**config.mk**
```make
export PLATFORM = sky130hd
export DESIGN_NAME = occlusion_fade_envelope_flat
export DESIGN_NICKNAME = d
export VERILOG_FILES = /design/src/rtl/core/ofe_pkg.sv /design/src/rtl/core/ofe_channels.sv /design/src/rtl/core/occlusion_fade_envelope.sv /design/src/flat_wrapper.sv
export SDC_FILE = /design/constraint.sdc
export NUM_CORES = 1
export LEC_CHECK = 0
export BUFFER_PORTS_ARGS = -buffer_cell sky130_fd_sc_hd__buf_4
export CAP_MARGIN = 25
export CORE_MARGIN = 3
export CORE_UTILIZATION = 50
export DETAILED_ROUTE_END_ITERATION = 7
export PLACE_DENSITY = 0.71
export SKIP_CTS_REPAIR_TIMING = 1
export SLEW_MARGIN = 0
export SYNTH_ARGS = -nofsm -noshare
export SYNTH_HDL_FRONTEND = slang
export SYNTH_SLANG_ARGS = --single-unit
```
**constraint.sdc**
```tcl
create_clock -name clk -period 5.68 [get_ports clk]
set_input_delay 0.568 -clock clk [delete_from_list [all_inputs] [get_ports clk]]
set_output_delay 0.568 -clock clk [all_outputs]
set_load 0.005 [all_outputs]
```
**src/rtl/core/ofe_pkg.sv**
```systemverilog
// ----------------------------------------------------------------------------
// ofe_pkg: shared constants and helpers for the occlusion fade envelope
// Widths of the time, timer, alpha and configuration fields, fade phase
// codes, register indexes and the timer saturation function.
// ----------------------------------------------------------------------------
package ofe_pkg;

  // Time values are unsigned Q16 seconds
  localparam int TIME_WIDTH      = 24;
  localparam int ALPHA_FRAC_BITS = 16;
  localparam int STEP_W          = 20;

  // Timers are signed, two bits wider than a time value
  localparam int TMR_W = TIME_WIDTH + 2;
  // Subtractor width: one guard bit above the timer width
  localparam int ALU_W = TMR_W + 1;

  // Alpha covers 0 .. 2^ALPHA_FRAC_BITS inclusive
  localparam int ALPHA_W = ALPHA_FRAC_BITS + 1;
  // Divider takes one quotient bit per step
  localparam int DIV_STEPS = ALPHA_FRAC_BITS + 1;
  localparam int CNT_W     = $clog2(DIV_STEPS + 1);

  // Configuration port
  localparam int CFG_IDX_W  = 2;
  localparam int CFG_DATA_W = TIME_WIDTH;

  localparam logic [CFG_IDX_W-1:0] REG_ENABLE        = 2'd0;
  localparam logic [CFG_IDX_W-1:0] REG_FADE_DURATION = 2'd1;
  localparam logic [CFG_IDX_W-1:0] REG_SAMPLE_PERIOD = 2'd2;

  localparam logic [TIME_WIDTH-1:0] FADE_DURATION_RST = TIME_WIDTH'(65536);
  localparam logic [TIME_WIDTH-1:0] SAMPLE_PERIOD_RST = TIME_WIDTH'(39322);

  // Fade phases
  localparam logic [1:0] PH_OFF = 2'd0;
  localparam logic [1:0] PH_IN  = 2'd1;
  localparam logic [1:0] PH_ON  = 2'd2;
  localparam logic [1:0] PH_OUT = 2'd3;

  localparam logic [ALPHA_W-1:0] ALPHA_ONE = ALPHA_W'(1) << ALPHA_FRAC_BITS;

  // Clamp a subtractor result to the signed timer range
  function automatic logic [TMR_W-1:0] sat_time(input logic [ALU_W-1:0] v);
    logic [TMR_W-1:0] r;
    if (v[ALU_W-1] != v[ALU_W-2]) begin
      r = v[ALU_W-1] ? {1'b1, {(TMR_W-1){1'b0}}} : {1'b0, {(TMR_W-1){1'b1}}};
    end else begin
      r = v[TMR_W-1:0];
    end
    return r;
  endfunction

endpackage

```
**src/rtl/core/ofe_channels.sv**
```systemverilog
// ----------------------------------------------------------------------------
// ofe_channels: valid/ready channels of the occlusion fade envelope
// Tick input channel, result output channel and register write channel.
// ----------------------------------------------------------------------------
interface ofe_tick_if;
  import ofe_pkg::*;

  logic              valid;
  logic              ready;
  logic [STEP_W-1:0] time_step;
  logic              line_clear;
  logic              world_present;

  modport source (output valid, time_step, line_clear, world_present, input ready);
  modport sink   (input valid, time_step, line_clear, world_present, output ready);
endinterface

interface ofe_result_if;
  import ofe_pkg::*;

  logic               valid;
  logic               ready;
  logic [1:0]         fade_state;
  logic [ALPHA_W-1:0] alpha;
  logic               sampled_now;
  logic               visible;

  modport source (output valid, fade_state, alpha, sampled_now, visible, input ready);
  modport sink   (input valid, fade_state, alpha, sampled_now, visible, output ready);
endinterface

interface ofe_cfg_if;
  import ofe_pkg::*;

  logic                  valid;
  logic                  ready;
  logic [CFG_IDX_W-1:0]  index;
  logic [CFG_DATA_W-1:0] data;

  modport source (output valid, index, data, input ready);
  modport sink   (input valid, index, data, output ready);
endinterface

```
**src/rtl/core/occlusion_fade_envelope.sv**
```systemverilog
// ----------------------------------------------------------------------------
// occlusion_fade_envelope: fade envelope for an occludable light
// Visibility sampling timer, four-phase fade machine and a bit-serial
// alpha divider, all sharing one subtractor under a small sequencer.
// ----------------------------------------------------------------------------
// Sequence: a tick accepted while disabled goes straight to S_DONE; enabled,
//   it passes S_SAMPLE, S_FADE, then S_CLAMP and S_DIV while fading, then S_DONE.
// Flow: tick ready only while idle; S_DONE holds until the result register is
//   free. The result register lets the next tick enter while a result waits.
// Reset (rst, synchronous): idle, phase off, timers 0, latch 0, enable 0,
//   fade_duration 1.0 s, sample_period 0.6 s, no result pending.
// ----------------------------------------------------------------------------
module occlusion_fade_envelope (
  input  logic          clk,
  input  logic          rst,
  ofe_tick_if.sink      tick,
  ofe_result_if.source  result,
  ofe_cfg_if.sink       cfg
);
  import ofe_pkg::*;

  // Sequencer states
  localparam logic [2:0] S_IDLE   = 3'd0;
  localparam logic [2:0] S_SAMPLE = 3'd1;
  localparam logic [2:0] S_FADE   = 3'd2;
  localparam logic [2:0] S_CLAMP  = 3'd3;
  localparam logic [2:0] S_DIV    = 3'd4;
  localparam logic [2:0] S_DONE   = 3'd5;

  logic [2:0] state;

  // Configuration registers
  logic                  enable;
  logic [TIME_WIDTH-1:0] fade_duration;
  logic [TIME_WIDTH-1:0] sample_period;

  // Block state
  logic [1:0]       phase;
  logic [TMR_W-1:0] fade_timer;
  logic [TMR_W-1:0] sample_timer;
  logic             visible_latch;
  logic             sampled;

  // Captured tick
  logic [STEP_W-1:0] step;
  logic              clear_in;
  logic              world_in;

  // Divider
  logic [TIME_WIDTH-1:0] rem;
  logic [ALPHA_W-1:0]    quo;
  logic [CNT_W-1:0]      cnt;

  // Shared subtractor
  logic [ALU_W-1:0] alu_a;
  logic [ALU_W-1:0] alu_b;
  logic [ALU_W-1:0] alu_d;
  logic [TMR_W-1:0] alu_sat;

  logic [TIME_WIDTH-1:0] flen;
  logic [TIME_WIDTH:0]   cand;
  logic                  mirror;
  logic                  div_ge;
  logic [1:0]            phase_next;
  logic [TMR_W-1:0]      fade_timer_next;
  logic [ALPHA_W-1:0]    alpha_next;
  logic                  out_free;

  // A zero fade length counts as one LSB
  assign flen = (fade_duration == '0) ? TIME_WIDTH'(1) : fade_duration;

  // A reversal mirrors the fade timer against the fade length
  assign mirror = (visible_latch && phase == PH_OUT) || (!visible_latch && phase == PH_IN);

  // Divider candidate: first step compares the remainder as is
  assign cand = (cnt == '0) ? {1'b0, rem} : {rem, 1'b0};

  // Operand selection for the subtractor
  always_comb begin
    alu_a = '0;
    alu_b = '0;
    case (state)
      S_SAMPLE: begin
        alu_a = {sample_timer[TMR_W-1], sample_timer};
        alu_b = ALU_W'(step);
      end
      S_FADE: begin
        if (mirror) begin
          alu_a = ALU_W'(flen);
          alu_b = {fade_timer[TMR_W-1], fade_timer};
        end else begin
          alu_a = {fade_timer[TMR_W-1], fade_timer};
          alu_b = ALU_W'(step);
        end
      end
      S_CLAMP: begin
        alu_a = ALU_W'(flen);
        alu_b = {fade_timer[TMR_W-1], fade_timer};
      end
      S_DIV: begin
        alu_a = ALU_W'(cand);
        alu_b = ALU_W'(flen);
      end
      default: begin
        alu_a = '0;
        alu_b = '0;
      end
    endcase
  end

  assign alu_d   = alu_a - alu_b;
  assign alu_sat = sat_time(alu_d);
  assign div_ge  = !alu_d[ALU_W-1];

  // Fade machine transition
  always_comb begin
    phase_next      = phase;
    fade_timer_next = fade_timer;
    if (visible_latch) begin
      case (phase)
        PH_OFF: begin
          phase_next      = PH_IN;
          fade_timer_next = TMR_W'(flen);
        end
        PH_IN: begin
          fade_timer_next = alu_sat;
          if (alu_sat[TMR_W-1]) phase_next = PH_ON;
        end
        PH_OUT: begin
          phase_next      = PH_IN;
          fade_timer_next = alu_sat;
        end
        default: begin
          phase_next = phase;
        end
      endcase
    end else begin
      case (phase)
        PH_IN: begin
          phase_next      = PH_OUT;
          fade_timer_next = alu_sat;
        end
        PH_OUT: begin
          fade_timer_next = alu_sat;
          if (alu_sat[TMR_W-1]) phase_next = PH_OFF;
        end
        PH_ON: begin
          phase_next      = PH_OUT;
          fade_timer_next = TMR_W'(flen);
        end
        default: begin
          phase_next = phase;
        end
      endcase
    end
  end

  // Alpha from phase and quotient
  always_comb begin
    case (phase)
      PH_ON:   alpha_next = ALPHA_ONE;
      PH_IN:   alpha_next = ALPHA_ONE - quo;
      PH_OUT:  alpha_next = quo;
      default: alpha_next = '0;
    endcase
  end

  assign out_free   = !result.valid || result.ready;
  assign tick.ready = (state == S_IDLE);
  assign cfg.ready  = 1'b1;

  // Configuration writes
  always_ff @(posedge clk) begin
    if (rst) begin
      enable        <= 1'b0;
      fade_duration <= FADE_DURATION_RST;
      sample_period <= SAMPLE_PERIOD_RST;
    end else if (cfg.valid) begin
      case (cfg.index)
        REG_ENABLE:        enable        <= cfg.data[0];
        REG_FADE_DURATION: fade_duration <= cfg.data;
        REG_SAMPLE_PERIOD: sample_period <= cfg.data;
        default: begin
        end
      endcase
    end
  end

  // Sequencer and block state
  always_ff @(posedge clk) begin
    if (rst) begin
      state         <= S_IDLE;
      phase         <= PH_OFF;
      fade_timer    <= '0;
      sample_timer  <= '0;
      visible_latch <= 1'b0;
      sampled       <= 1'b0;
      result.valid  <= 1'b0;
    end else begin
      // S_DONE reloads the result register itself when it is freed
      if (result.valid && result.ready && state != S_DONE) result.valid <= 1'b0;
      case (state)
        S_IDLE: begin
          if (tick.valid) begin
            step     <= tick.time_step;
            clear_in <= tick.line_clear;
            world_in <= tick.world_present;
            sampled  <= 1'b0;
            if (enable) begin
              state <= S_SAMPLE;
            end else begin
              phase <= PH_OFF;
              state <= S_DONE;
            end
          end
        end
        S_SAMPLE: begin
          if (alu_sat[TMR_W-1]) begin
            sample_timer  <= TMR_W'(sample_period);
            visible_latch <= world_in ? clear_in : 1'b1;
            sampled       <= 1'b1;
          end else begin
            sample_timer <= alu_sat;
          end
          state <= S_FADE;
        end
        S_FADE: begin
          phase      <= phase_next;
          fade_timer <= fade_timer_next;
          if (phase_next == PH_IN || phase_next == PH_OUT) state <= S_CLAMP;
          else state <= S_DONE;
        end
        S_CLAMP: begin
          // t = fade timer clamped to 0 .. flen
          if (fade_timer[TMR_W-1]) rem <= '0;
          else if (alu_d[ALU_W-1]) rem <= flen;
          else rem <= fade_timer[TIME_WIDTH-1:0];
          quo   <= '0;
          cnt   <= '0;
          state <= S_DIV;
        end
        S_DIV: begin
          // One quotient bit per cycle, restoring
          rem <= div_ge ? alu_d[TIME_WIDTH-1:0] : cand[TIME_WIDTH-1:0];
          quo <= {quo[ALPHA_W-2:0], div_ge};
          cnt <= cnt + CNT_W'(1);
          if (cnt == CNT_W'(DIV_STEPS - 1)) state <= S_DONE;
        end
        S_DONE: begin
          if (out_free) begin
            result.valid       <= 1'b1;
            result.fade_state  <= phase;
            result.alpha       <= alpha_next;
            result.sampled_now <= sampled;
            result.visible     <= visible_latch;
            state              <= S_IDLE;
          end
        end
        default: begin
          state <= S_IDLE;
        end
      endcase
    end
  end

endmodule
```
**src/flat_wrapper.sv**
```systemverilog
// flat-port wrapper written by rule: the top's interface ports become plain ports
module occlusion_fade_envelope_flat import ofe_pkg::*;
  (clk, rst, tick_valid, tick_time_step, tick_line_clear, tick_world_present, tick_ready, result_valid, result_fade_state, result_alpha, result_sampled_now, result_visible, result_ready, cfg_valid, cfg_index, cfg_data, cfg_ready);
  ofe_tick_if tick_i ();
  ofe_result_if result_i ();
  ofe_cfg_if cfg_i ();
  input  logic clk;
  input  logic rst;
  input wire logic [$bits(tick_i.valid)-1:0] tick_valid;
  input wire logic [$bits(tick_i.time_step)-1:0] tick_time_step;
  input wire logic [$bits(tick_i.line_clear)-1:0] tick_line_clear;
  input wire logic [$bits(tick_i.world_present)-1:0] tick_world_present;
  output wire logic [$bits(tick_i.ready)-1:0] tick_ready;
  output wire logic [$bits(result_i.valid)-1:0] result_valid;
  output wire logic [$bits(result_i.fade_state)-1:0] result_fade_state;
  output wire logic [$bits(result_i.alpha)-1:0] result_alpha;
  output wire logic [$bits(result_i.sampled_now)-1:0] result_sampled_now;
  output wire logic [$bits(result_i.visible)-1:0] result_visible;
  input wire logic [$bits(result_i.ready)-1:0] result_ready;
  input wire logic [$bits(cfg_i.valid)-1:0] cfg_valid;
  input wire logic [$bits(cfg_i.index)-1:0] cfg_index;
  input wire logic [$bits(cfg_i.data)-1:0] cfg_data;
  output wire logic [$bits(cfg_i.ready)-1:0] cfg_ready;
  assign tick_i.valid = tick_valid;
  assign tick_i.time_step = tick_time_step;
  assign tick_i.line_clear = tick_line_clear;
  assign tick_i.world_present = tick_world_present;
  assign tick_ready = tick_i.ready;
  assign result_valid = result_i.valid;
  assign result_fade_state = result_i.fade_state;
  assign result_alpha = result_i.alpha;
  assign result_sampled_now = result_i.sampled_now;
  assign result_visible = result_i.visible;
  assign result_i.ready = result_ready;
  assign cfg_i.valid = cfg_valid;
  assign cfg_i.index = cfg_index;
  assign cfg_i.data = cfg_data;
  assign cfg_ready = cfg_i.ready;
  occlusion_fade_envelope u_core (.clk(clk), .rst(rst), .tick(tick_i), .result(result_i), .cfg(cfg_i));
endmodule
```
Word level (Yosys, flattened, before mapping)
Index checks and enable logic that the tools add are counted.
{ "totals": {"input_bits": 53, "elab_cells": 118, "output_inout_bits": 24, "regBits": 198} }
{ "classes": {"n_reduce_logical": 33, "n_mux": 40, "n_bitwise": 1, "n_addsub": 3, "eq_ne": 21} }
{ "ops": {"columns": ["op", "count"], "rows": [
  ["27-bit one-hot mux with 4 select lines", 2],
  ["26-bit one-hot mux with 2 select lines", 2],
  ["24-bit two-way mux", 4],
  ["26-bit two-way mux", 3],
  ["27-bit two-way mux", 2],
  ["17-bit one-hot mux with 3 select lines", 1],
  ["25-bit two-way mux", 2],
  ["24-bit one-hot mux with 2 select lines", 1],
  ["17-bit one-hot mux with 2 select lines", 1],
  ["27-bit subtractor", 1],
  ["24-bit zero test", 1],
  ["3-bit one-hot mux with 6 select lines", 1],
  ["3-bit AND reduction", 6],
  ["17-bit subtractor, first input constant", 1],
  ["3-bit two-way mux", 5],
  ["2-bit one-hot mux with 2 select lines", 3],
  ["2-bit two-way mux", 5],
  ["5-bit one-hot mux with 2 select lines", 1],
  ["2-bit AND reduction", 5],
  ["2-bit equality test, second input constant", 4],
  ["2-bit by 1-bit equality test with 1-bit output, second input constant", 3],
  ["3-bit by 2-bit equality test with 1-bit output, second input constant", 2],
  ["3-bit equality test, second input constant", 2],
  ["1-bit two-way mux", 6],
  ["18 further kinds", 34]
]} }

Longest topological paths before layout
{ "logic_depth": {"depth_word": 15, "mapped_depth": 28, "mapped_depth_nobuf": 27} }

Least setup slack after synthesis
Ideal clock, no wire load.
{ "synth_timing": {"path_kind": "register -> register", "startpoint": "reg u_core.cnt[0]", "endpoint": "reg u_core.sample_timer[18]", "path_buffers": 4, "t_arrival_ns": 5.317, "path_stages_with_launch": 27, "setup_ns": 0.132, "path_slack_ns": 0.231, "cell_sequence": "edfxtp_1 inv_1 ha_1 nand2_1 nor2_1 clkbuf_1 mux2i_1 o21ai_0 ha_1 clkbuf_1 a21o_1 a31oi_1 o21ai_0 a21oi_1 a21o_1 a21oi_1 a31o_2 a21o_1 xor2_1 ha_1 clkbuf_1 and3_1 a22oi_1 nand2_1 buf_2 o221ai_1 a21oi_1"} }
{ "synth_via": {"elab_chain_len": 7} }
{ "synth_rtl": {"columns": ["element", "line", "rtl"], "rows": [
  ["start: declaration", "occlusion_fade_envelope.sv:52", "logic [CNT_W-1:0] cnt;"],
  ["start signal: assignment", "occlusion_fade_envelope.sv:246", "cnt <= cnt + CNT_W'(1);"],
  ["5-bit zero test *", "occlusion_fade_envelope.sv:76", "assign cand = (cnt == '0) ? {1'b0, rem} : {rem, 1'b0};"],
  ["25-bit two-way mux *", "occlusion_fade_envelope.sv:76", null],
  ["27-bit one-hot mux with 4 select lines *", "occlusion_fade_envelope.sv:82", "case (state)"],
  ["27-bit subtractor *", "occlusion_fade_envelope.sv:111", "assign alu_d = alu_a - alu_b;"],
  ["26-bit two-way mux / 1-bit != test (equally long branches)", "ofe_pkg.sv:47, ofe_pkg.sv:46", null],
  ["26-bit two-way mux *", "ofe_pkg.sv:46", "if (v[ALU_W-1] != v[ALU_W-2]) begin"],
  ["25-bit two-way mux *", "occlusion_fade_envelope.sv:218", "if (alu_sat[TMR_W-1]) begin"],
  ["end signal: assignment", "occlusion_fade_envelope.sv:219", "sample_timer <= TMR_W'(sample_period);"],
  ["end signal: assignment", "occlusion_fade_envelope.sv:223", "sample_timer <= alu_sat;"],
  ["end: declaration", "occlusion_fade_envelope.sv:40", "logic [TMR_W-1:0] sample_timer;"]
]} }
Every way passes the cells marked *; elsewhere a longest branch is shown, timed or not.
A chain may end at the register's enable or synchronous reset.

Worst setup path in the final report
{ "layout_timing": {"startpoint": "reg u_core.phase[1]", "endpoint": "reg u_core.sample_timer[7]"} }
{ "layout_via": {"elab_chain_len": 9} }
{ "layout_rtl": {"columns": ["element", "line", "rtl"], "rows": [
  ["start: declaration", "occlusion_fade_envelope.sv:38", "logic [1:0] phase;"],
  ["start signal: assignment", "occlusion_fade_envelope.sv:228", "phase <= phase_next;"],
  ["2-bit equality test / 2-bit by 1-bit equality test with 1-bit output (equally long branches)", "occlusion_fade_envelope.sv:73", "assign mirror = (visible_latch && phase == PH_OUT) || (!visible_latch && phase == PH_IN);"],
  ["1-bit logical AND", "occlusion_fade_envelope.sv:73", null],
  ["1-bit logical OR *", "occlusion_fade_envelope.sv:73", null],
  ["27-bit two-way mux", "occlusion_fade_envelope.sv:88", "if (mirror) begin"],
  ["27-bit one-hot mux with 4 select lines", "occlusion_fade_envelope.sv:82", null],
  ["27-bit subtractor *", "occlusion_fade_envelope.sv:111", null],
  ["26-bit two-way mux / 1-bit != test (equally long branches)", "ofe_pkg.sv:47, ofe_pkg.sv:46", null],
  ["26-bit two-way mux *", "ofe_pkg.sv:46", null],
  ["25-bit two-way mux *", "occlusion_fade_envelope.sv:218", null]
]} }
Marks and branches as above.

==> qor.txt <==
outcome -> finished with violations
failing checks -> DRC
Rel. slew slack -> 42.2%
leakage -> 4.73 nW
Yosys reg bits -> 197
CTS tree -> yes
Slew @ Worst Pin -> 868 ps
Final setup viols -> 0
Max Cap Viol -> 0
crit-path max cell delay -> 390 ps
ANT cells -> 0
per-cell routed wire length -> 21.2 microns
Compound-Gate Fraction of Synth Area -> 21.1%
GRT overflow -> 0
YS warnings -> 0
io pins -> 77
row count -> 53
CTS Sinks -> 197
fraction of synthesized area in multiplexers -> 6.33%
Synth Area in Simple Gates -> 18.2%
Post-Syn Nets -> 1,299
Power Dens Cells -> 361 nW/um^2
dpl ws -> -63.6 ps
I/O Buffers -> 75
Period Utilization, post-route -> 94.4%
instance count on the critical path -> 26
clock latency on the worst-skew pair -> 440 ps
clock slew at reported path FFs -> 80 ps
vias -> 9,963
Critical Path AT -> 5640 ps
commonest non-fill, non-tap cells in the layout -> nand2_1 (166), buf_4 (133), nor2_1 (106), dfxtp_1 (106), a21oi_1 (100)
Final Skew -> 12.0 ps
crit path max fanout -> 34
Top FF cell, synth -> dfxtp_1
die area -> 23,800 sq um
WP buf/inv -> 6
Remaining DRCs -> 20
Mapped Area -> 11,000 sq um
Post-Synth XOR/XNOR Area -> 2.07%
hold path depth -> 1
fin crit period -> 5360 ps
All-Layer GR Usage -> 27.2%
ANT nets after route -> 0
core area -> 21,300 sq um
share of layout cells above drive strength 1 -> 16.8%
Tightest Hold Check Type -> primary input to flip-flop
CP Capture Type -> flip-flop
fin worst setup slack -> 316 ps
Post-synth EDFFs -> 89
Crit path required time -> 5950 ps
Seq/Total Area, Yosys -> 44.0%
post-synthesis cell type count -> 74
DR iter-0 viols -> 1,304
f_max -> 186 MHz
Die Wd -> 154 microns
Layout Utilization -> 59.7%
Post-Syn Instances -> 1,210
CP top delay family -> compound AO/OA/AOI/OAI gates
Area Growth Syn to Fin -> 15.7%
Worst R2R Path Depth -> 26
Die Ht -> 154 microns
crit path kind -> flip-flop to flip-flop
global-route wire length before repair -> 51.9 mm
leading cell type in the layout, fill and taps excluded -> nand2_1
vias per cell -> 6.37
number of buffers created by CTS -> 17
Post-Syn Area per Cell -> 9.08 sq um
Max clock buf depth -> 2
asr flop ratio synth -> 0%
final wirelength -> 33.1 mm
fill count -> 1,840
starting density of the core -> 51.6%
initial antenna violation count -> 0
largest net degree at the start of global routing -> 80
Root Buffer -> clkbuf_16
drt pass-1 iters -> 8
main combinational cell family by area after synthesis -> compound AO/OA/AOI/OAI gates
# nets final -> 1,366
Crit-path slowest cell -> dfxtp_4
H-tree levels -> 4
type of origin of the critical path -> flip-flop
final slew viol count -> 0
RSZ-0062 raised after global routing -> false
vias in the first global route -> 9,513
Max VDD drop -> 0.224 mV
GP Congestion -> 0.964
Synth Area in Adders -> 4.17%
Post-DP HPWL -> 22.6 mm
final hold violation count -> 0
[power by group]
| part | internal, mW | switching [mW] | leakage [nW] |
|---|---|---|---|
| Sequential | 1.57 | 0.0626 | 1.71 |
| Clock | 0.626 | 0.602 | 0.288 |
| Combinational | 0.676 | 1.06 | 2.73 |
[final cells by class]
type | instances | area (sq um) | share of cell area (%)
Multi-Input combinational cell | 903 | 5790 | 45.6
Timing Repair Buffer | 137 | 1070 | 8.44
Clock buffer | 17 | 425 | 3.35
Tap cell | 275 | 344 | 2.71
Sequential cell | 197 | 4840 | 38.1
Clock inverter | 15 | 159 | 1.25
Inverter | 21 | 78.8 | 0.620
[stage by stage]
stage	area [sq um]	hold slack (ps)	std cells	setup TNS (ps)	total power [mW]
after floorplan	11000	406	1210	0	2.79
after detailed placement	12100	427	1528	-294	3.30
final	12700	306	1565	0	4.60
after CTS	12600	299	1560	-626	4.51
after global routing	12700	294	1565	0	4.79
after global placement	12000	418	1527	0	3.29
[cell families after synthesis]
family                     count (synthesis)
and+or+nand+nor                          429
other                                      1
AOI/OAI and AO/OA                        344
xor gates and xnor gates                  26
adders and majority gates                 36
buffers and inverters                    110
muxes                                     67
DFF                                      197
[sequential cells by signal, summed over array words and instances (netlist names)]
signal                     cells
u_core.fade_timer             26
u_core.sample_timer           25
u_core.fade_duration          24
u_core.rem                    24
u_core.sample_period          24
u_core.step                   20
u_core.quo                    17
u_core.result.alpha           17
u_core.cnt                     5
u_core.state                   3
u_core.phase                   2
u_core.result.fade_state       2
u_core.clear_in                1
u_core.enable                  1
u_core.result.sampled_now      1
u_core.result.valid            1
u_core.result.visible          1
u_core.sampled                 1
u_core.visible_latch           1
u_core.world_in                1
[cell usage after synthesis (all sizes together), types with 26 or more instances]
| library cell | instances | area [sq um] |
|---|---|---|
| nor3 | 26 | 151 |
| o21ai | 58 | 290 |
| edfxtp | 89 | 2670 |
| a21oi | 103 | 519 |
| ha | 35 | 438 |
| clkbuf | 73 | 274 |
| a222oi | 42 | 420 |
| mux2i | 47 | 470 |
| nand2 | 168 | 633 |
| o22ai | 33 | 206 |
| dfxtp | 108 | 2160 |
| nor2 | 110 | 413 |
[worst paths after layout]
kind | end | slack (ps) | from
worst max-delay path | u_core.sample_timer[7]$_SDFFE_PP0P_ | 320 | u_core.phase[1]$_SDFFE_PP0P_
worst min-delay path | u_core.step[0]$_DFFE_PP_ | 310 | tick_time_step[0]
worst max register to register | u_core.sample_timer[7]$_SDFFE_PP0P_ | 320 | u_core.phase[1]$_SDFFE_PP0P_
worst min register to register | u_core.result.sampled_now$_DFFE_PP_ | 450 | u_core.sampled$_SDFFE_PP0P_
[routing by layer]
layer	vias to the layer above	global-route usage [%]	wire length [microns]	part of all wire, %
met3	73	3.53	2240	6.8
met1	4728	35.1	13500	41
met2	504	46.2	16000	48
met4	0	11.1	1310	3.9
met5	-	0	0	0
li1	4658	-	-	-
Note: power is estimated with default switching activity, not from simulation.
